==> src/design/xdec_pkg.sv <==
// ----------------------------------------------------------------------------
// xdec_pkg
// Shared types, opcode constants and decode helpers for the i386 subset decoder.
// ----------------------------------------------------------------------------
package xdec_pkg;

	typedef enum logic [2:0] {
		PH_OP,
		PH_OP2,
		PH_MODRM,
		PH_SIB,
		PH_DISP,
		PH_IMM
	} phase_t;

	// Instruction kinds
	localparam logic [4:0] K_MOV_RM     = 5'd0;
	localparam logic [4:0] K_MOV_RI     = 5'd1;
	localparam logic [4:0] K_MOV_MI     = 5'd2;
	localparam logic [4:0] K_JCC_S      = 5'd3;
	localparam logic [4:0] K_JCC_N      = 5'd4;
	localparam logic [4:0] K_ALU_RM     = 5'd5;
	localparam logic [4:0] K_ALU_AI     = 5'd6;
	localparam logic [4:0] K_GRP1       = 5'd7;
	localparam logic [4:0] K_GRP2       = 5'd8;
	localparam logic [4:0] K_GRP3       = 5'd9;
	localparam logic [4:0] K_GRP4       = 5'd10;
	localparam logic [4:0] K_GRP5       = 5'd11;
	localparam logic [4:0] K_INCDEC     = 5'd12;
	localparam logic [4:0] K_PUSHPOP    = 5'd13;
	localparam logic [4:0] K_PUSH_IMM   = 5'd14;
	localparam logic [4:0] K_POP_RM     = 5'd15;
	localparam logic [4:0] K_PUSHAD     = 5'd16;
	localparam logic [4:0] K_LEA        = 5'd17;
	localparam logic [4:0] K_JMP        = 5'd18;
	localparam logic [4:0] K_RET        = 5'd19;
	localparam logic [4:0] K_NOP        = 5'd20;
	localparam logic [4:0] K_IMUL_RM    = 5'd21;
	localparam logic [4:0] K_IMUL_RMI   = 5'd22;

	// Opcode constants
	localparam logic [7:0] OP_ESC    = 8'h0f;
	localparam logic [7:0] OP_GRP1B  = 8'h80;
	localparam logic [7:0] OP_GRP1D  = 8'h81;
	localparam logic [7:0] OP_GRP1S  = 8'h83;
	localparam logic [7:0] OP_GRP4   = 8'hfe;
	localparam logic [7:0] OP_GRP5   = 8'hff;
	localparam logic [7:0] OP_POPRM  = 8'h8f;
	localparam logic [7:0] OP_LEA    = 8'h8d;
	localparam logic [7:0] OP_NOP    = 8'h90;
	localparam logic [7:0] OP_PUSH32 = 8'h68;
	localparam logic [7:0] OP_IMUL32 = 8'h69;
	localparam logic [7:0] OP_JMP32  = 8'he9;
	localparam logic [7:0] OP_IMUL2  = 8'haf;
	localparam logic [7:0] OP_SHF1   = 8'hd0;
	localparam logic [7:0] OP_SHFCL  = 8'hd2;
	localparam logic [7:0] OP_SHFI   = 8'hc0;

	typedef struct packed {
		phase_t      phase;
		logic [7:0]  op;
		logic [7:0]  modrm;
		logic [7:0]  sib;
		logic [31:0] disp;
		logic [31:0] imm;
		logic [2:0]  left;
		logic [3:0]  len;
		logic [4:0]  kind;
	} dec_state_t;

	typedef struct packed {
		logic [4:0]  kind;
		logic [3:0]  sub;
		logic        wide;
		logic [2:0]  reg_f;
		logic [1:0]  mod_f;
		logic [2:0]  rm_f;
		logic        has_sib;
		logic [7:0]  sib;
		logic [31:0] disp;
		logic [31:0] imm;
		logic [3:0]  len;
		logic        bad;
	} dec_rec_t;

	function automatic logic uses_modrm(input logic [4:0] k);
		return k == K_MOV_RM || k == K_MOV_MI || k == K_ALU_RM ||
			(k >= K_GRP1 && k <= K_GRP5) || k == K_POP_RM || k == K_LEA ||
			k == K_IMUL_RM || k == K_IMUL_RMI;
	endfunction

	// Returns {known, kind} for a first opcode byte
	function automatic logic [5:0] decode_first(input logic [7:0] b);
		logic [5:0] r;
		r = 6'd0;
		priority if ((b & 8'hfc) == 8'h88) r = {1'b1, K_MOV_RM};
		else if ((b & 8'hf0) == 8'hb0) r = {1'b1, K_MOV_RI};
		else if ((b & 8'hfe) == 8'hc6) r = {1'b1, K_MOV_MI};
		else if ((b & 8'hf0) == 8'h70) r = {1'b1, K_JCC_S};
		else if ((b & 8'hc4) == 8'h00) r = {1'b1, K_ALU_RM};
		else if ((b & 8'hc6) == 8'h04) r = {1'b1, K_ALU_AI};
		else if ((b & 8'hfe) == OP_GRP1B || b == OP_GRP1S) r = {1'b1, K_GRP1};
		else if ((b & 8'hfc) == OP_SHF1 || (b & 8'hfe) == OP_SHFI) r = {1'b1, K_GRP2};
		else if ((b & 8'hfe) == 8'hf6) r = {1'b1, K_GRP3};
		else if (b == OP_GRP4) r = {1'b1, K_GRP4};
		else if (b == OP_GRP5) r = {1'b1, K_GRP5};
		else if ((b & 8'hf0) == 8'h40) r = {1'b1, K_INCDEC};
		else if ((b & 8'hf0) == 8'h50) r = {1'b1, K_PUSHPOP};
		else if ((b & 8'hfd) == OP_PUSH32) r = {1'b1, K_PUSH_IMM};
		else if (b == OP_POPRM) r = {1'b1, K_POP_RM};
		else if ((b & 8'hfe) == 8'h60) r = {1'b1, K_PUSHAD};
		else if (b == OP_LEA) r = {1'b1, K_LEA};
		else if ((b & 8'hfd) == OP_JMP32) r = {1'b1, K_JMP};
		else if ((b & 8'hf6) == 8'hc2) r = {1'b1, K_RET};
		else if (b == OP_NOP) r = {1'b1, K_NOP};
		else if ((b & 8'hfd) == OP_IMUL32) r = {1'b1, K_IMUL_RMI};
		else r = 6'd0;
		return r;
	endfunction

	function automatic logic [2:0] disp_size(input logic [4:0] k, input logic [7:0] op,
			input logic [7:0] m, input logic [7:0] s);
		logic [2:0] n;
		n = 3'd0;
		if (k == K_JCC_S) n = 3'd1;
		else if (k == K_JCC_N) n = 3'd4;
		else if (k == K_JMP) n = (op == OP_JMP32) ? 3'd4 : 3'd1;
		else if (uses_modrm(k)) begin
			unique case (m[7:6])
				2'd0: begin
					if (m[2:0] == 3'd5) n = 3'd4;
					else if (m[2:0] == 3'd4 && s[2:0] == 3'd5) n = 3'd4;
				end
				2'd1: n = 3'd1;
				2'd2: n = 3'd4;
				default: n = 3'd0;
			endcase
		end
		return n;
	endfunction

	function automatic logic [2:0] imm_size(input logic [4:0] k, input logic [7:0] op,
			input logic [7:0] m);
		logic [2:0] n;
		n = 3'd0;
		if (k == K_MOV_RI) n = op[3] ? 3'd4 : 3'd1;
		else if (k == K_MOV_MI || k == K_ALU_AI) n = op[0] ? 3'd4 : 3'd1;
		else if (k == K_GRP1) n = (op == OP_GRP1D) ? 3'd4 : 3'd1;
		else if (k == K_GRP2) n = ((op & 8'hfe) == OP_SHFI) ? 3'd1 : 3'd0;
		else if (k == K_GRP3) n = (m[5:3] == 3'd0) ? (op[0] ? 3'd4 : 3'd1) : 3'd0;
		else if (k == K_PUSH_IMM) n = (op == OP_PUSH32) ? 3'd4 : 3'd1;
		else if (k == K_RET) n = op[0] ? 3'd0 : 3'd2;
		else if (k == K_IMUL_RMI) n = (op == OP_IMUL32) ? 3'd4 : 3'd1;
		return n;
	endfunction

	function automatic logic reserved_sub(input logic [4:0] k, input logic [7:0] m);
		logic [2:0] r;
		logic       v;
		r = m[5:3];
		v = 1'b0;
		if (k == K_MOV_MI || k == K_POP_RM) v = (r != 3'd0);
		else if (k == K_GRP2) v = (r == 3'd6);
		else if (k == K_GRP3) v = (r == 3'd1);
		else if (k == K_GRP4) v = (r > 3'd1);
		else if (k == K_GRP5) v = (r == 3'd3 || r == 3'd5 || r == 3'd7);
		return v;
	endfunction

	// Place one byte of a little-endian field; sign-extend single-byte fields
	function automatic logic [31:0] collect(input logic [31:0] acc, input logic [2:0] size,
			input logic [2:0] left, input logic [7:0] b);
		logic [1:0]  idx;
		logic [31:0] a;
		idx = 2'(size - left);
		a = acc | ({24'd0, b} << {idx, 3'd0});
		if (left == 3'd1 && size == 3'd1 && a[7]) a = a | 32'hffffff00;
		return a;
	endfunction

endpackage

==> src/design/xdec_step.sv <==
// ----------------------------------------------------------------------------
// xdec_step
// Per-byte next-state logic: advances the field collector and forms a record.
// ----------------------------------------------------------------------------
module xdec_step (
	input  xdec_pkg::dec_state_t st,
	input  logic [7:0]           b,
	output xdec_pkg::dec_state_t ns,
	output logic                 emit,
	output xdec_pkg::dec_rec_t   rec
);

	logic       bad;
	logic       do_addr;
	logic       do_after_disp;
	logic       do_emit;
	logic [5:0] first;
	logic [2:0] dsz;
	logic [2:0] isz;
	logic [2:0] n_disp;
	logic [2:0] n_imm;

	assign first = xdec_pkg::decode_first(b);
	assign dsz   = xdec_pkg::disp_size(st.kind, st.op, st.modrm, st.sib);
	assign isz   = xdec_pkg::imm_size(st.kind, st.op, st.modrm);

	// Advance the collector by one byte
	always_comb begin
		ns            = st;
		bad           = 1'b0;
		do_addr       = 1'b0;
		do_after_disp = 1'b0;
		do_emit       = 1'b0;
		n_disp        = 3'd0;
		n_imm         = 3'd0;
		if (st.phase == xdec_pkg::PH_OP) begin
			ns.op    = b;
			ns.modrm = 8'd0;
			ns.sib   = 8'd0;
			ns.disp  = 32'd0;
			ns.imm   = 32'd0;
			ns.left  = 3'd0;
			ns.len   = 4'd1;
			ns.kind  = 5'd0;
		end else begin
			ns.len = st.len + 4'd1;
		end
		unique case (st.phase)
			xdec_pkg::PH_OP: begin
				if (b == xdec_pkg::OP_ESC) ns.phase = xdec_pkg::PH_OP2;
				else if (!first[5]) bad = 1'b1;
				else begin
					ns.kind = first[4:0];
					if (xdec_pkg::uses_modrm(first[4:0])) ns.phase = xdec_pkg::PH_MODRM;
					else do_addr = 1'b1;
				end
			end
			xdec_pkg::PH_OP2: begin
				if (b[7:4] == 4'h8) begin
					ns.op   = b;
					ns.kind = xdec_pkg::K_JCC_N;
					do_addr = 1'b1;
				end else if (b == xdec_pkg::OP_IMUL2) begin
					ns.op    = b;
					ns.kind  = xdec_pkg::K_IMUL_RM;
					ns.phase = xdec_pkg::PH_MODRM;
				end else begin
					bad = 1'b1;
				end
			end
			xdec_pkg::PH_MODRM: begin
				ns.modrm = b;
				if (xdec_pkg::reserved_sub(st.kind, b)) bad = 1'b1;
				else if (b[7:6] != 2'd3 && b[2:0] == 3'd4) ns.phase = xdec_pkg::PH_SIB;
				else do_addr = 1'b1;
			end
			xdec_pkg::PH_SIB: begin
				ns.sib  = b;
				do_addr = 1'b1;
			end
			xdec_pkg::PH_DISP: begin
				ns.disp = xdec_pkg::collect(st.disp, dsz, st.left, b);
				ns.left = (st.left != 3'd0) ? st.left - 3'd1 : 3'd0;
				if (ns.left == 3'd0) do_after_disp = 1'b1;
			end
			xdec_pkg::PH_IMM: begin
				ns.imm  = xdec_pkg::collect(st.imm, isz, st.left, b);
				ns.left = (st.left != 3'd0) ? st.left - 3'd1 : 3'd0;
				if (ns.left == 3'd0) do_emit = 1'b1;
			end
			default: bad = 1'b1;
		endcase
		// Chain through address, displacement and immediate sizing
		if (do_addr) begin
			n_disp = xdec_pkg::disp_size(ns.kind, ns.op, ns.modrm, ns.sib);
			if (n_disp != 3'd0) begin
				ns.phase = xdec_pkg::PH_DISP;
				ns.left  = n_disp;
			end else begin
				do_after_disp = 1'b1;
			end
		end
		if (do_after_disp) begin
			n_imm = xdec_pkg::imm_size(ns.kind, ns.op, ns.modrm);
			if (n_imm != 3'd0) begin
				ns.phase = xdec_pkg::PH_IMM;
				ns.left  = n_imm;
			end else begin
				do_emit = 1'b1;
			end
		end
		if (bad || do_emit) ns.phase = xdec_pkg::PH_OP;
	end

	assign emit = bad || do_emit;

	// Form the result record
	always_comb begin
		logic [7:0] op;
		logic [7:0] m;
		logic [4:0] k;
		op  = ns.op;
		k   = ns.kind;
		m   = xdec_pkg::uses_modrm(k) ? ns.modrm : 8'd0;
		rec = '0;
		rec.kind    = k;
		rec.reg_f   = m[5:3];
		rec.mod_f   = m[7:6];
		rec.rm_f    = m[2:0];
		rec.has_sib = xdec_pkg::uses_modrm(k) && m[7:6] != 2'd3 && m[2:0] == 3'd4;
		rec.sib     = rec.has_sib ? ns.sib : 8'd0;
		rec.disp    = ns.disp;
		rec.imm     = ns.imm;
		rec.len     = ns.len;
		unique case (k)
			xdec_pkg::K_MOV_RM:   begin rec.sub = {op[1], 3'd0}; rec.wide = op[0]; end
			xdec_pkg::K_MOV_RI:   begin rec.sub = {1'b0, op[2:0]}; rec.wide = op[3]; end
			xdec_pkg::K_MOV_MI:   rec.wide = op[0];
			xdec_pkg::K_JCC_S:    rec.sub = op[3:0];
			xdec_pkg::K_JCC_N:    begin rec.sub = op[3:0]; rec.wide = 1'b1; end
			xdec_pkg::K_ALU_RM:   begin rec.sub = {op[1], op[5:3]}; rec.wide = op[0]; end
			xdec_pkg::K_ALU_AI:   begin rec.sub = {1'b0, op[5:3]}; rec.wide = op[0]; end
			xdec_pkg::K_GRP1: begin
				rec.sub  = {op == xdec_pkg::OP_GRP1S, m[5:3]};
				rec.wide = op != xdec_pkg::OP_GRP1B;
			end
			xdec_pkg::K_GRP2: begin
				rec.sub  = {(op & 8'hfe) == xdec_pkg::OP_SHFCL, m[5:3]};
				rec.wide = op[0];
				if ((op & 8'hfe) == xdec_pkg::OP_SHF1) rec.imm = 32'd1;
			end
			xdec_pkg::K_GRP3:     begin rec.sub = {1'b0, m[5:3]}; rec.wide = op[0]; end
			xdec_pkg::K_GRP4:     rec.sub = {1'b0, m[5:3]};
			xdec_pkg::K_GRP5:     begin rec.sub = {1'b0, m[5:3]}; rec.wide = 1'b1; end
			xdec_pkg::K_INCDEC,
			xdec_pkg::K_PUSHPOP,
			xdec_pkg::K_RET:      begin rec.sub = op[3:0]; rec.wide = 1'b1; end
			xdec_pkg::K_PUSH_IMM: rec.wide = op == xdec_pkg::OP_PUSH32;
			xdec_pkg::K_PUSHAD:   begin rec.sub = {3'd0, op[0]}; rec.wide = 1'b1; end
			xdec_pkg::K_JMP:      rec.wide = op == xdec_pkg::OP_JMP32;
			xdec_pkg::K_NOP:      rec.wide = 1'b0;
			xdec_pkg::K_IMUL_RMI: begin rec.sub = {3'd0, op[1]}; rec.wide = 1'b1; end
			default:              rec.wide = 1'b1;
		endcase
		// A bad record carries only its length and the bad flag
		if (bad) begin
			rec     = '0;
			rec.len = ns.len;
			rec.bad = 1'b1;
		end
	end

endmodule

==> src/design/x86_subset_instruction_decoder.sv <==
// ----------------------------------------------------------------------------
// x86_subset_instruction_decoder
// Byte-stream decoder for a subset of i386 instructions.
// ----------------------------------------------------------------------------
// Code bytes enter in address order, one per cycle unless stalled, through a
// byte register; the byte is decoded against the held instruction state and,
// when it ends an instruction, one record (kind, subcode, ModRM/SIB fields,
// displacement, immediate, length) lands in the result register, which drives
// the outputs. Bytes that cannot start an instruction, unknown bytes after the
// 0F escape, or reserved ModRM subcodes, give a record with bad_opcode set;
// decoding then resumes at the next byte. A new byte can be taken every cycle;
// the input stalls only while a byte is held and a finished record is stalled.
module x86_subset_instruction_decoder (
	input  logic               clk,
	input  logic               arst_n,
	input  logic               in_valid,
	output logic               in_stall,
	input  logic [7:0]         code_byte,
	output logic               out_valid,
	input  logic               out_stall,
	output logic [4:0]         inst_kind,
	output logic [3:0]         sub_op,
	output logic               operand_wide,
	output logic [2:0]         reg_field,
	output logic [1:0]         mod_field,
	output logic [2:0]         rm_field,
	output logic               has_sib,
	output logic [7:0]         sib_byte,
	output logic signed [31:0] displacement,
	output logic signed [31:0] immediate,
	output logic [3:0]         inst_length,
	output logic               bad_opcode
);

	logic                 valid_s1;
	logic [7:0]           byte_s1;
	xdec_pkg::dec_state_t state_q;
	xdec_pkg::dec_state_t state_next;
	logic                 emit;
	xdec_pkg::dec_rec_t   rec;
	logic                 out_valid_q;
	xdec_pkg::dec_rec_t   rec_q;
	logic                 go;

	// Decode the held byte whenever the result register can take a record
	assign go       = valid_s1 && !(out_valid_q && out_stall);
	assign in_stall = valid_s1 && out_valid_q && out_stall;

	xdec_step u_step (
		.st   (state_q),
		.b    (byte_s1),
		.ns   (state_next),
		.emit (emit),
		.rec  (rec)
	);

	// Hold the incoming item
	always_ff @(posedge clk or negedge arst_n) begin
		if (!arst_n) begin
			valid_s1 <= 1'b0;
		end else if (in_valid && !in_stall) begin
			valid_s1 <= 1'b1;
		end else if (go) begin
			valid_s1 <= 1'b0;
		end
	end

	always_ff @(posedge clk) begin
		if (in_valid && !in_stall) begin
			byte_s1 <= code_byte;
		end
	end

	// Advance the decode state
	always_ff @(posedge clk or negedge arst_n) begin
		if (!arst_n) begin
			state_q <= '{phase: xdec_pkg::PH_OP, default: '0};
		end else if (go) begin
			state_q <= state_next;
		end
	end

	// Result register
	always_ff @(posedge clk or negedge arst_n) begin
		if (!arst_n) begin
			out_valid_q <= 1'b0;
		end else if (go && emit) begin
			out_valid_q <= 1'b1;
		end else if (!out_stall) begin
			out_valid_q <= 1'b0;
		end
	end

	always_ff @(posedge clk) begin
		if (go && emit) begin
			rec_q <= rec;
		end
	end

	assign out_valid    = out_valid_q;
	assign inst_kind    = rec_q.kind;
	assign sub_op       = rec_q.sub;
	assign operand_wide = rec_q.wide;
	assign reg_field    = rec_q.reg_f;
	assign mod_field    = rec_q.mod_f;
	assign rm_field     = rec_q.rm_f;
	assign has_sib      = rec_q.has_sib;
	assign sib_byte     = rec_q.sib;
	assign displacement = rec_q.disp;
	assign immediate    = rec_q.imm;
	assign inst_length  = rec_q.len;
	assign bad_opcode   = rec_q.bad;

`ifndef ASSERT_OFF
	a_stall_needs_full: assert property (@(posedge clk) disable iff (!arst_n)
		in_stall |-> (out_valid_q && valid_s1))
		else $error("input stalled without a waiting record");
	a_bad_short: assert property (@(posedge clk) disable iff (!arst_n)
		(out_valid_q && rec_q.bad) |-> (rec_q.len == 4'd1 || rec_q.len == 4'd2))
		else $error("bad record longer than two bytes");
	a_len_nonzero: assert property (@(posedge clk) disable iff (!arst_n)
		out_valid_q |-> (rec_q.len != 4'd0))
		else $error("record with zero length");
	a_opcode_phase: assert property (@(posedge clk) disable iff (!arst_n)
		(go && emit) |=> (state_q.phase == xdec_pkg::PH_OP))
		else $error("decoder not back at opcode after a record");
`endif

endmodule

==> config.mk <==
export PLATFORM = sky130hd
export DESIGN_NAME = x86_subset_instruction_decoder
export DESIGN_NICKNAME = d
export VERILOG_FILES = /design/src/design/xdec_pkg.sv /design/src/design/xdec_step.sv /design/src/design/x86_subset_instruction_decoder.sv
export SDC_FILE = /design/constraint.sdc
export NUM_CORES = 1
export LEC_CHECK = 0
export BUFFER_PORTS_ARGS = -buffer_cell sky130_fd_sc_hd__buf_4
export CORE_UTILIZATION = 45
export CTS_BUF_LIST = sky130_fd_sc_hd__clkbuf_16
export CTS_CLUSTER_DIAMETER = 150
export DETAILED_ROUTE_END_ITERATION = 8
export MAX_ROUTING_LAYER = met4
export PLACE_DENSITY = 0.72
export RECOVER_POWER = 50
export SYNTH_ARGS = -nofsm -noshare
export SYNTH_HDL_FRONTEND = slang
export SYNTH_SLANG_ARGS = --single-unit
==> constraint.sdc <==
create_clock -name clk -period 8 [get_ports clk]
set_clock_uncertainty 0.1 [all_clocks]
set_input_delay 1.6 -clock clk [delete_from_list [all_inputs] [get_ports clk]]
set_output_delay 1.6 -clock clk [all_outputs]
set_load 0.005 [all_outputs]
==> results of run 1 <==
==> layer usage <==
layer  vias to the layer above  wire (um)
met5                         -          0
met4                         0       1270
met3                        71       2260
met2                       432      14400
met1                      4626      13900
li1                       4479          -
==> flip-flops by register name, indices dropped and copies added (netlist names) <==
signal        flops
has_sib           1
byte_s1           8
sib_byte          8
immediate        32
rm_field          3
inst_kind         5
bad_opcode        1
mod_field         2
out_valid         1
state_q         103
sub_op            4
inst_length       4
valid_s1          1
displacement     32
operand_wide      1
reg_field         3
==> how the worst max path moves through the flow <==
stage                                     end  cells past startpoint  slack [ns]
2_1_floorplan            bad_opcode$_DFFE_PP_                     12        0.26
3_3_place_gp   displacement[22]$_SDFFCE_PP0P_                     11        2.32
3_5_place_dp   displacement[23]$_SDFFCE_PP0P_                     11        2.19
4_1_cts        displacement[23]$_SDFFCE_PP0P_                     11        2.17
5_1_grt         displacement[8]$_SDFFCE_PP0P_                     11        0.99
6_report       displacement[31]$_SDFFCE_PP0P_                     10        1.28
==> stage by stage <==
stage / hold WS, ns / std cells / instance area (um^2) / setup WS, ns / utilization, %
after floorplan: 0.345 / 1193 / 11100 / 0.255 / -
after global placement: 0.356 / 1550 / 12100 / 2.32 / 49.8
after detailed placement: 0.365 / 1550 / 12100 / 2.19 / 49.8
after CTS: 0.379 / 1592 / 12900 / 2.17 / 53.2
after global routing: 0.401 / 1592 / 12800 / 0.987 / 52.8
final: 0.375 / 1592 / 12800 / 1.28 / 52.8
==> cells by family after synthesis <==
logic type      Yosys count
compound gates          389
xor+xnor                  7
fa+ha+maj                 5
buf+inv                 112
flops                   209
mux                       7
simple gates            464
==> synthesized netlist by cell type (all sizes together), types with 14 or more instances <==
master	count
nand3	30
nand2	147
o21ai	121
nor3	25
a21oi	101
buf	25
o21a	26
a31oi	16
nor2	147
a22o	30
nand2b	14
clkbuf	69
edfxtp	104
dfrtp	105
inv	18
==> where the power goes <==
group | internal, uW | switching [uW]
Clock | 693 | 449
Combinational | 831 | 1560
Sequential | 1650 | 264
Total | 3180 | 2270
==> worst min-delay path: cells and delay by family, from the launching register on <==
kind	cells	cell delay, ns
and+or+nand+nor	1	0.05
AOI/OAI and AO/OA	1	0.06
DFF	1	0.33
==> layout make-up <==
class	count	area, um^2	area share, %
clock buffer	23	576	4.49
inverter	18	67.6	0.527
clock inverter	19	243	1.89
sequential	209	5750	44.8
multi-input combinational	872	4910	38.2
timing repair buffer	127	883	6.88
tap	324	405	3.16
==> metrics.md, run 1 <==
| Metric | Value |
|---|---|
| Status | `finished, violations left` |
| Failing checks | `max-capacitance violations, max-slew violations` |
| Total Power | `5450 uW` |
| Drc violations | `0` |
| Fin crit share | `84.1%` |
| Setup TNS | `0 ns` |
| M3 GR Usage | `4.01%` |
| Achievable Freq | `149 MHz` |
| GP Congestion | `0.958` |
| Synth Area in Simple Gates | `19.7%` |
| Cell Area, Synth | `11100 um^2` |
| Flops & latches, synth | `209` |
| Max-slew violation count | `275` |
| Latest clock arrival within the worst-skew pair | `0.53 ns` |
| Hold path depth | `2` |
| CTS Sinks | `209` |
| Post-synth EDFFs | `104` |
| Die width | `159 um` |
| Critical path class | `reg2reg` |
| H-tree levels | `1` |
| P_leak | `0.00508 uW` |
| Via count | `9608` |
| Diode count | `0` |
| Hold Violations, Final | `0` |
| Max cap viols | `6` |
| GRT Total Usage | `25.6%` |
| Ys Warns | `0` |
| Crit path arrival time | `6.80 ns` |
| Commonest non-fill, non-tap cell in the layout | `nand2_1` |
| DRT iter0 DRCs | `910` |
| Critical Path Slowest Stage Cell | `a221oi_1` |
| Worst setup path startpoint | `byte_s1[7]$_DFFE_PP_` |
| Nature of the critical path endpoint | `flop` |
| Syn_area_per_cell | `9.33 um^2` |
| First-pass GRT wire length | `49.7 mm` |
| CTS tree | `built` |
| Main combinational cell family by area after synthesis | `compound AO/OA/AOI/OAI gates` |
| Routed len/inst | `20.0 um` |
| Top_reg_cell synth | `dfrtp_1` |
| Min cycle time layout | `6.72 ns` |
| Post-DP HPWL | `21.4 mm` |
| Critical Path Max Stage Delay | `1.85 ns` |
| Clk slew on worst S/H paths | `0.06 ns` |
| Post-synthesis mux area share | `0.685%` |
| # hold bufs at CTS | `0` |
| Top-area cell type share of the netlist area | `28.0%` |
| Least-Margin Pin Slew | `2.96 ns` |
| Fillers | `2234` |
| Post-synth cell types | `87` |
| Drt via density | `6.04` |
| CTS root buf | `clkbuf_16` |
| RSZ-0062 raised after global routing | `no` |
| Setup Fix Bufs, Post-CTS | `0` |
| Worst hold path type | `reg2reg` |
| PortBufs | `109` |
| Yosys top cell by area | `edfxtp_1` |
| CP cell instances | `or4b_4, a31o_1, a221oi_1, nor3_1, a221oi_2, a22oi_1, o31a_1, o41a_1, nor2_4, buf_12` |
| TritonCTS Buffers | `23` |
| Async SR Flop Fraction | `50.2%` |
| # nets final | `1268` |
| Initial antenna violation count | `0` |
| Met2 Use GR | `38.4%` |
| Area growth syn-to-layout | `15.2%` |
| DIE AREA | `25400 um^2` |
| Max VDD drop | `0.224 mV` |
| WHS Endpoint | `state_q[70]$_DFFE_PN0P_` |
| Critical path fanouts, max | `72` |
| CP bufs+invs | `1` |
| Hold Crit Start | `state_q[70]$_DFFE_PN0P_` |
| Ratio of cells with drive above 1 in the final layout | `13.8%` |
| GRT met1 Usage | `34.8%` |
| Synth top area cells | `edfxtp_1 28%, dfrtp_1 24%, o21ai_0 5.3%` |
| Pre-Repair DR Iteration Count | `5` |
| Crit path required time | `8.08 ns` |
| Post-CTS Resized | `0` |
| Core ar. | `24300 um^2` |
| Reg-to-reg slack, setup | `1.28 ns` |
| Critical Path Start Type | `flop` |
| P per Cell Area | `425 nW/um^2` |
| Sequential fraction of the synthesis area | `51.6%` |
| Vias in the first global route | `8741` |
| GR peak layer | `met2` |
| Row cnt | `57` |
| Gate Count Post-Synth | `1193` |
| Worst r2r src | `byte_s1[7]$_DFFE_PP_` |
| Setup Viol. Count Final | `0` |
| Pin count of the biggest net entering global routing | `83` |
| Worst slew margin | `-97.2%` |
| Antenna viol nets, final | `0` |
| Ports | `110` |
| Xor and xnor area share after synthesis | `0.551%` |
| Crit-path leading delay family | `compound AO/OA/AOI/OAI gates` |
| Drt total wl | `31.8 mm` |
| Initial Util | `45.8%` |
| Worst reg-to-reg path cell count | `10` |
| Global route total overflow | `0` |
| Post-Synth Adder-Cell Area | `0.562%` |
| Mapped Nets | `1210` |
| Clock Tree Buf Depth | `3` |
| Die height | `159 um` |
| Synth Area in Compound Gates | `22.7%` |
| Most frequent cells in the layout | `147 x nand2_1, 146 x nor2_1, 117 x o21ai_0, 105 x dfrtp_1, 104 x edfxtp_1` |
| Reg2reg end | `displacement[31]$_SDFFCE_PP0P_` |
No activity file was read; power rests on OpenSTA's default activity.
==> inputs of run 2 (changes only) <==
==> constraint.sdc (replaced) <==
create_clock -name clk -period 6.02 [get_ports clk]
set_clock_uncertainty 0.1 [all_clocks]
set_input_delay 1.204 -clock clk [delete_from_list [all_inputs] [get_ports clk]]
set_output_delay 1.204 -clock clk [all_outputs]
set_load 0.005 [all_outputs]
==> run 2 against run 1 <==
The flow still finishes with violations (max-capacitance violations, max-slew violations); critical path depth is 2 higher; non-clock buffer count up 7; routed wire length up 3.6%; die area stayed put.
==> metrics.md, run 2 (same netlist as run 1, synthesis figures left out) <==
| Metric | Value |
|---|---|
| Status | `finished, violations left` |
| Failing checks | `max-capacitance violations, max-slew violations` |
| Post-DP HPWL | `22.5 mm (+5.3%)` |
| CTS Sinks | `209 (unchanged)` |
| Die width | `159 um (unchanged)` |
| Nature of the critical path endpoint | `flop` |
| DIE AREA | `25400 um^2 (unchanged)` |
| DRT iter0 DRCs | `923 (+1.4%)` |
| Vias in the first global route | `9110 (+4.2%)` |
| P per Cell Area | `571 nW/um^2 (+34%)` |
| Min cycle time layout | `5.34 ns (-1.39 ns)` |
| Critical Path Start Type | `flop` |
| Max cap viols | `5 (-1)` |
| Max-slew violation count | `247 (-10%)` |
| Antenna viol nets, final | `0 (unchanged)` |
| P_leak | `0.00514 uW (+1.2%)` |
| Area growth syn-to-layout | `16.2%` |
| Crit path arrival time | `5.42 ns (-1.38 ns)` |
| Achievable Freq | `187 MHz (+26%)` |
| Fin crit share | `88.6% (+4.6 points)` |
| Diode count | `0 (unchanged)` |
| Critical path fanouts, max | `68 (-5.6%)` |
| Most frequent cells in the layout | `147 x nand2_1, 146 x nor2_1, 117 x o21ai_0, 105 x dfrtp_1, 104 x edfxtp_1` |
| # nets final | `1275 (+0.55%)` |
| # hold bufs at CTS | `0 (unchanged)` |
| Total Power | `7390 uW (+36%)` |
| Global route total overflow | `0 (unchanged)` |
| Drt total wl | `32.9 mm (+3.6%)` |
| Initial antenna violation count | `0 (unchanged)` |
| GP Congestion | `0.957 (about the same)` |
| Clk slew on worst S/H paths | `0.06 ns (about the same)` |
| Drt via density | `6.02 (-0.27%)` |
| Setup TNS | `0 ns (unchanged)` |
| Setup Fix Bufs, Post-CTS | `0 (unchanged)` |
| Fillers | `2245 (+0.49%)` |
| Drc violations | `0 (unchanged)` |
| Ports | `110 (unchanged)` |
| CTS tree | `built` |
| Critical path class | `reg2reg` |
| Ratio of cells with drive above 1 in the final layout | `14.7% (+0.87 points)` |
| RSZ-0062 raised after global routing | `no` |
| Reg with most FFs | `state_q` |
| Initial Util | `45.8% (unchanged)` |
| GRT Total Usage | `26.5% (+0.97 points)` |
| Max reg flops | `103 (unchanged)` |
| Least-Margin Pin Slew | `3.76 ns (+0.807 ns)` |
| First-pass GRT wire length | `51.6 mm (+3.8%)` |
| PortBufs | `109 (unchanged)` |
| Pre-Repair DR Iteration Count | `5 (unchanged)` |
| Via count | `9624 (+0.17%)` |
| CTS root buf | `clkbuf_16` |
| Setup Viol. Count Final | `0 (unchanged)` |
| Worst slew margin | `-151% (-54 points)` |
| Die height | `159 um (unchanged)` |
| Max VDD drop | `0.284 mV (+26%)` |
| Crit path required time | `6.10 ns (-1.98 ns)` |
| Post-CTS Resized | `0 (unchanged)` |
| Pin count of the biggest net entering global routing | `69 (-17%)` |
| Core ar. | `24300 um^2 (unchanged)` |
| TritonCTS Buffers | `23 (unchanged)` |
| Row cnt | `57 (unchanged)` |
| Clock Tree Buf Depth | `3 (unchanged)` |
| Hold Violations, Final | `0 (unchanged)` |
| Routed len/inst | `20.6 um (+3.1%)` |
| Worst hold path type | `reg2reg` |
| H-tree levels | `1 (unchanged)` |
| Latest clock arrival within the worst-skew pair | `0.54 ns (about the same)` |
| Commonest non-fill, non-tap cell in the layout | `nand2_1` |
-- run 2: cell count changes in the layout (fill, tap and decap cells not counted), sizes merged --
cell	change
clkinv	+1
inv	-1
bufinv	+1
clkinvlp	-1
buf	+5
clkbuf	+2
-- run 2: final timing paths --
path	startpoint	endpoint	slack (ns)	depth (start not counted)
min in group asynchronous	arst_n	state_q[40]$_DFFE_PN0P_	1.87	1
max in group asynchronous	arst_n	state_q[17]$_DFFE_PN0P_	1.38	2
worst max register to register	byte_s1[5]$_DFFE_PP_	displacement[24]$_SDFFCE_PP0P_	0.68	12
worst min-delay path	state_q[74]$_DFFE_PN0P_	state_q[74]$_DFFE_PN0P_	0.38	2
worst min register to register	state_q[74]$_DFFE_PN0P_	state_q[74]$_DFFE_PN0P_	0.38	2
worst max-delay path	byte_s1[5]$_DFFE_PP_	displacement[24]$_SDFFCE_PP0P_	0.68	12
-- run 2: through the flow --
stage / setup WS [ns] / hold slack [ns] / cells / util (%) / instance area (um^2)
2_1_floorplan: 0.953 / 0.345 / 1193 / - / 11100
5_1_grt: 0.419 / 0.408 / 1599 / 53.2 / 12900
3_5_place_dp: 0.903 / 0.365 / 1557 / 50.1 / 12200
3_3_place_gp: 0.998 / 0.356 / 1557 / 50.1 / 12200
4_1_cts: 0.888 / 0.379 / 1599 / 53.5 / 13000
6_report: 0.684 / 0.377 / 1599 / 53.2 / 12900
-- run 2: critical path: stages, from the launching register on --
cell and delay [ns]:
edfxtp_1 0.83, nor4bb_1 0.51, nand2_1 0.14, a31o_1 0.34, a22oi_1 0.70, buf_4 0.31
nor4_1 0.07, o31ai_1 0.32, a22oi_1 0.19, o31a_1 0.36, o41a_1 0.52, nor2_4 0.18
buf_12 0.33
-- run 2: final cells by class --
class                      count  area, um^2  share of cell area, %
clock buffer                  23         576                   4.45
tap                          324         405                   3.13
inverter                      18        67.6                  0.522
clock inverter                19         272                   2.10
multi-input combinational    872        4920                   38.0
sequential                   209        5750                   44.4
timing repair buffer         134         948                   7.33
-- run 2: per-layer routing --
layer  GRT usage (%)  share of wire, %
met2            41.3                46
met5               -                 0
met4            8.30               3.1
met3            3.18               6.4
met1            36.3                45
-- run 2: power by group --
part | internal [uW] | switching, uW | total [uW]
logic | 1140 | 2110 | 3250
clock network | 967 | 604 | 1570
registers | 2200 | 373 | 2570
==> inputs of run 3 (changes only) <==
--- a/config.mk
+++ b/config.mk
@@ -6,12 +6,12 @@
 export NUM_CORES = 1
 export LEC_CHECK = 0
 export BUFFER_PORTS_ARGS = -buffer_cell sky130_fd_sc_hd__buf_4
-export CORE_UTILIZATION = 45
-export CTS_BUF_LIST = sky130_fd_sc_hd__clkbuf_16
+export CORE_UTILIZATION = 35
+export CTS_BUF_LIST = sky130_fd_sc_hd__clkbuf_8
 export CTS_CLUSTER_DIAMETER = 150
 export DETAILED_ROUTE_END_ITERATION = 8
 export MAX_ROUTING_LAYER = met4
-export PLACE_DENSITY = 0.72
+export PLACE_DENSITY = 0.6
 export RECOVER_POWER = 50
 export SYNTH_ARGS = -nofsm -noshare
 export SYNTH_HDL_FRONTEND = slang
==> run 3 against run 2 <==
The flow still finishes with violations (max-capacitance violations, max-slew violations); clock power decreased by 9.6%; combinational power hardly changed; hold slack got worse by 0.0029 ns; non-clock buffer count is 1 higher; count of clock-buffer cells in the layout rose by 21; power shrank 2.0%; first-iteration DRC count rose by 13%; sequential power is essentially flat; critical path depth is the same; cell count rose by 6.3%; critical path type unchanged; critical endpoint is now sib_byte[1]$_SDFFCE_PP0P_; highest routed layer unchanged.
==> metrics.md, run 3 (same netlist as run 1, synthesis figures left out) <==
| Metric | Value |
|---|---|
| Drc violations | `0 (unchanged)` |
| First-pass GRT wire length | `54.5 mm (+5.7%)` |
| Via count | `9647 (+0.24%)` |
| Reg-to-reg slack, setup | `0.54 ns (-0.14 ns)` |
| Max cap viols | `3 (-2)` |
| CP cell instances | `clkbuf_1, and2_1, nand3_1, and4b_1, a21bo_2, and2_0, a221oi_2, a22oi_1, o31a_1, o41a_1, nor2_4, buf_12` |
| Clk slew on worst S/H paths | `0.06 ns (about the same)` |
| Nature of the critical path endpoint | `flop` |
| Reg with most FFs | `state_q` |
| Critical path fanouts, max | `96 (+41%)` |
| CP bufs+invs | `2 (unchanged)` |
| Worst reg-to-reg path cell count | `12 (unchanged)` |
| Worst slew margin | `-145% (+5.7 points)` |
| Critical Path Start Type | `flop` |
| Worst hold path type | `reg2reg` |
| Failing checks | `max-capacitance violations, max-slew violations` |
| Crit path required time | `6.08 ns (-0.02 ns)` |
| Max reg flops | `103 (unchanged)` |
| Global route total overflow | `0 (unchanged)` |
| GP Congestion | `0.941 (-1.8%)` |
| Hold Violations, Final | `0 (unchanged)` |
| DIE AREA | `32500 um^2 (+28%)` |
| Status | `finished, violations left` |
| Pin count of the biggest net entering global routing | `97 (+41%)` |
| Core ar. | `30900 um^2 (+27%)` |
| Vias in the first global route | `9303 (+2.1%)` |
| Setup TNS | `0 ns (unchanged)` |
| Min cycle time layout | `5.48 ns (+0.142 ns)` |
| Post-CTS Resized | `0 (unchanged)` |
| Pre-Repair DR Iteration Count | `6 (+1)` |
| Initial Util | `36.0% (-9.8 points)` |
| Most frequent cells in the layout | `147 x nand2_1, 146 x nor2_1, 117 x o21ai_0, 105 x dfrtp_1, 104 x edfxtp_1` |
| Critical Path Slowest Stage Cell | `clkbuf_1` |
| Die width | `180 um (+13%)` |
| PortBufs | `109 (unchanged)` |
| DRT iter0 DRCs | `1041 (+13%)` |
| Post-DP HPWL | `23.3 mm (+3.2%)` |
| Crit-path leading delay family | `compound AO/OA/AOI/OAI gates` |
| Achievable Freq | `183 MHz (-2.6%)` |
| Row cnt | `64 (+12%)` |
| Least-Margin Pin Slew | `3.68 ns (-0.0855 ns)` |
| Stages on the worst setup path | `12 (unchanged)` |
| Ports | `110 (unchanged)` |
| Setup Viol. Count Final | `0 (unchanged)` |
| Critical Path Max Stage Delay | `0.78 ns (-0.05 ns)` |
| Ratio of cells with drive above 1 in the final layout | `15.4% (+0.75 points)` |
| Multi-input logic area | `4920 um^2 (-0.10%)` |
| Drt total wl | `34.4 mm (+4.5%)` |
| Combinational Power Share | `45.3% (+1.3 points)` |
| Seq pwr share | `35.1% (+0.3 points)` |
| Switching pwr | `3100 uW (+0.39%)` |
| Hold path depth | `2 (unchanged)` |
| Clock power share | `19.6% (-1.7 points)` |
| CTS Sinks | `209 (unchanged)` |
| Setup Fix Bufs, Post-CTS | `0 (unchanged)` |
| H-tree levels | `2 (+1)` |
| GRT Total Usage | `21.8% (-4.7 points)` |
| Crit path arrival time | `5.54 ns (+0.12 ns)` |
| Latest clock arrival within the worst-skew pair | `0.54 ns (about the same)` |
| CTS tree | `built` |
| Drt via density | `5.67 (-5.7%)` |
| Switching Share | `42.8% (+1.0 points)` |
| Area growth syn-to-layout | `16.6%` |
| Cell internal pwr | `4140 uW (-3.7%)` |
| P per Cell Area | `558 nW/um^2 (-2.3%)` |
| Sequential Area | `5750 um^2 (unchanged)` |
| Max VDD drop | `0.258 mV (-9.0%)` |
| Initial antenna violation count | `0 (unchanged)` |
| Antenna viol nets, final | `0 (unchanged)` |
| Max-slew violation count | `171 (-31%)` |
| Critical path class | `reg2reg` |
| # hold bufs at CTS | `0 (unchanged)` |
| Die height | `180 um (+13%)` |
| P_leak | `0.00517 uW (+0.45%)` |
| TritonCTS Buffers | `38 (+65%)` |
| RSZ-0062 raised after global routing | `no` |
| Commonest non-fill, non-tap cell in the layout | `nand2_1` |
| Routed len/inst | `20.2 um (-1.7%)` |
| Fillers | `3111 (+39%)` |
| Worst Hold Slack | `0.374 ns (-0.00290 ns)` |
| Fin crit share | `91.0% (+2.4 points)` |
| Clock Tree Buf Depth | `3 (unchanged)` |
| CTS root buf | `clkbuf_8` |
| Diode count | `0 (unchanged)` |
| # nets final | `1291 (+1.3%)` |
==> run 3: per-stage QoR <==
step	power, uW	instances	area (um^2)	utilization [%]	worst slack, ns
floorplan	4530	1193	11100	-	0.953
global placement	5890	1630	12300	39.7	0.936
detailed placement	5880	1630	12300	39.7	0.823
CTS	7330	1700	13100	42.3	0.828
global route	7730	1700	13000	42.0	0.256
finish	7240	1700	13000	42.0	0.542
==> run 3: layer usage <==
metal / GRT usage [%] / vias to the layer above / wire [um] / share of wire (%)
met4: 8.96 / 0 / 1140 / 3.3
met5: - / - / 0 / 0
li1: - / 4521 / - / -
met2: 31.3 / 390 / 15200 / 44
met3: 3.23 / 70 / 2100 / 6.1
met1: 30.8 / 4666 / 16000 / 46
==> run 3: layout make-up <==
class,count,share of cell area (%)
Clock buffer,44,4.67
Multi-Input combinational cell,872,37.9
Tap cell,396,3.82
Timing Repair Buffer,135,7.31
Inverter,18,0.520
Sequential cell,209,44.3
Clock inverter,26,1.51
==> run 3: power groups by stage <==
stage	registers, uW	logic [uW]	clock network (uW)
2_1_floorplan	2470	2060	0
3_5_place_dp	2570	3300	0
5_1_grt	2610	3600	1520
3_3_place_gp	2570	3320	0
4_1_cts	2550	3320	1450
6_report	2540	3280	1420
==> run 3: path summary, 6_finish.rpt <==
kind / startpoint / endpoint
setup / recovery: byte_s1[6]$_DFFE_PP_ / sib_byte[1]$_SDFFCE_PP0P_
min in group asynchronous: arst_n / state_q[10]$_DFFE_PN0P_
setup reg to reg: byte_s1[6]$_DFFE_PP_ / sib_byte[1]$_SDFFCE_PP0P_
hold reg to reg: state_q[73]$_DFFE_PN0P_ / state_q[73]$_DFFE_PN0P_
max in group asynchronous: arst_n / state_q[81]$_DFFE_PN0P_
hold / removal: state_q[73]$_DFFE_PN0P_ / state_q[73]$_DFFE_PN0P_
==> run 3: tightest hold or removal path, cell delays in order, from the launching register on <==
cell and delay, ns:
dfrtp_1 0.33, nand2_1 0.05, o21ai_0 0.06
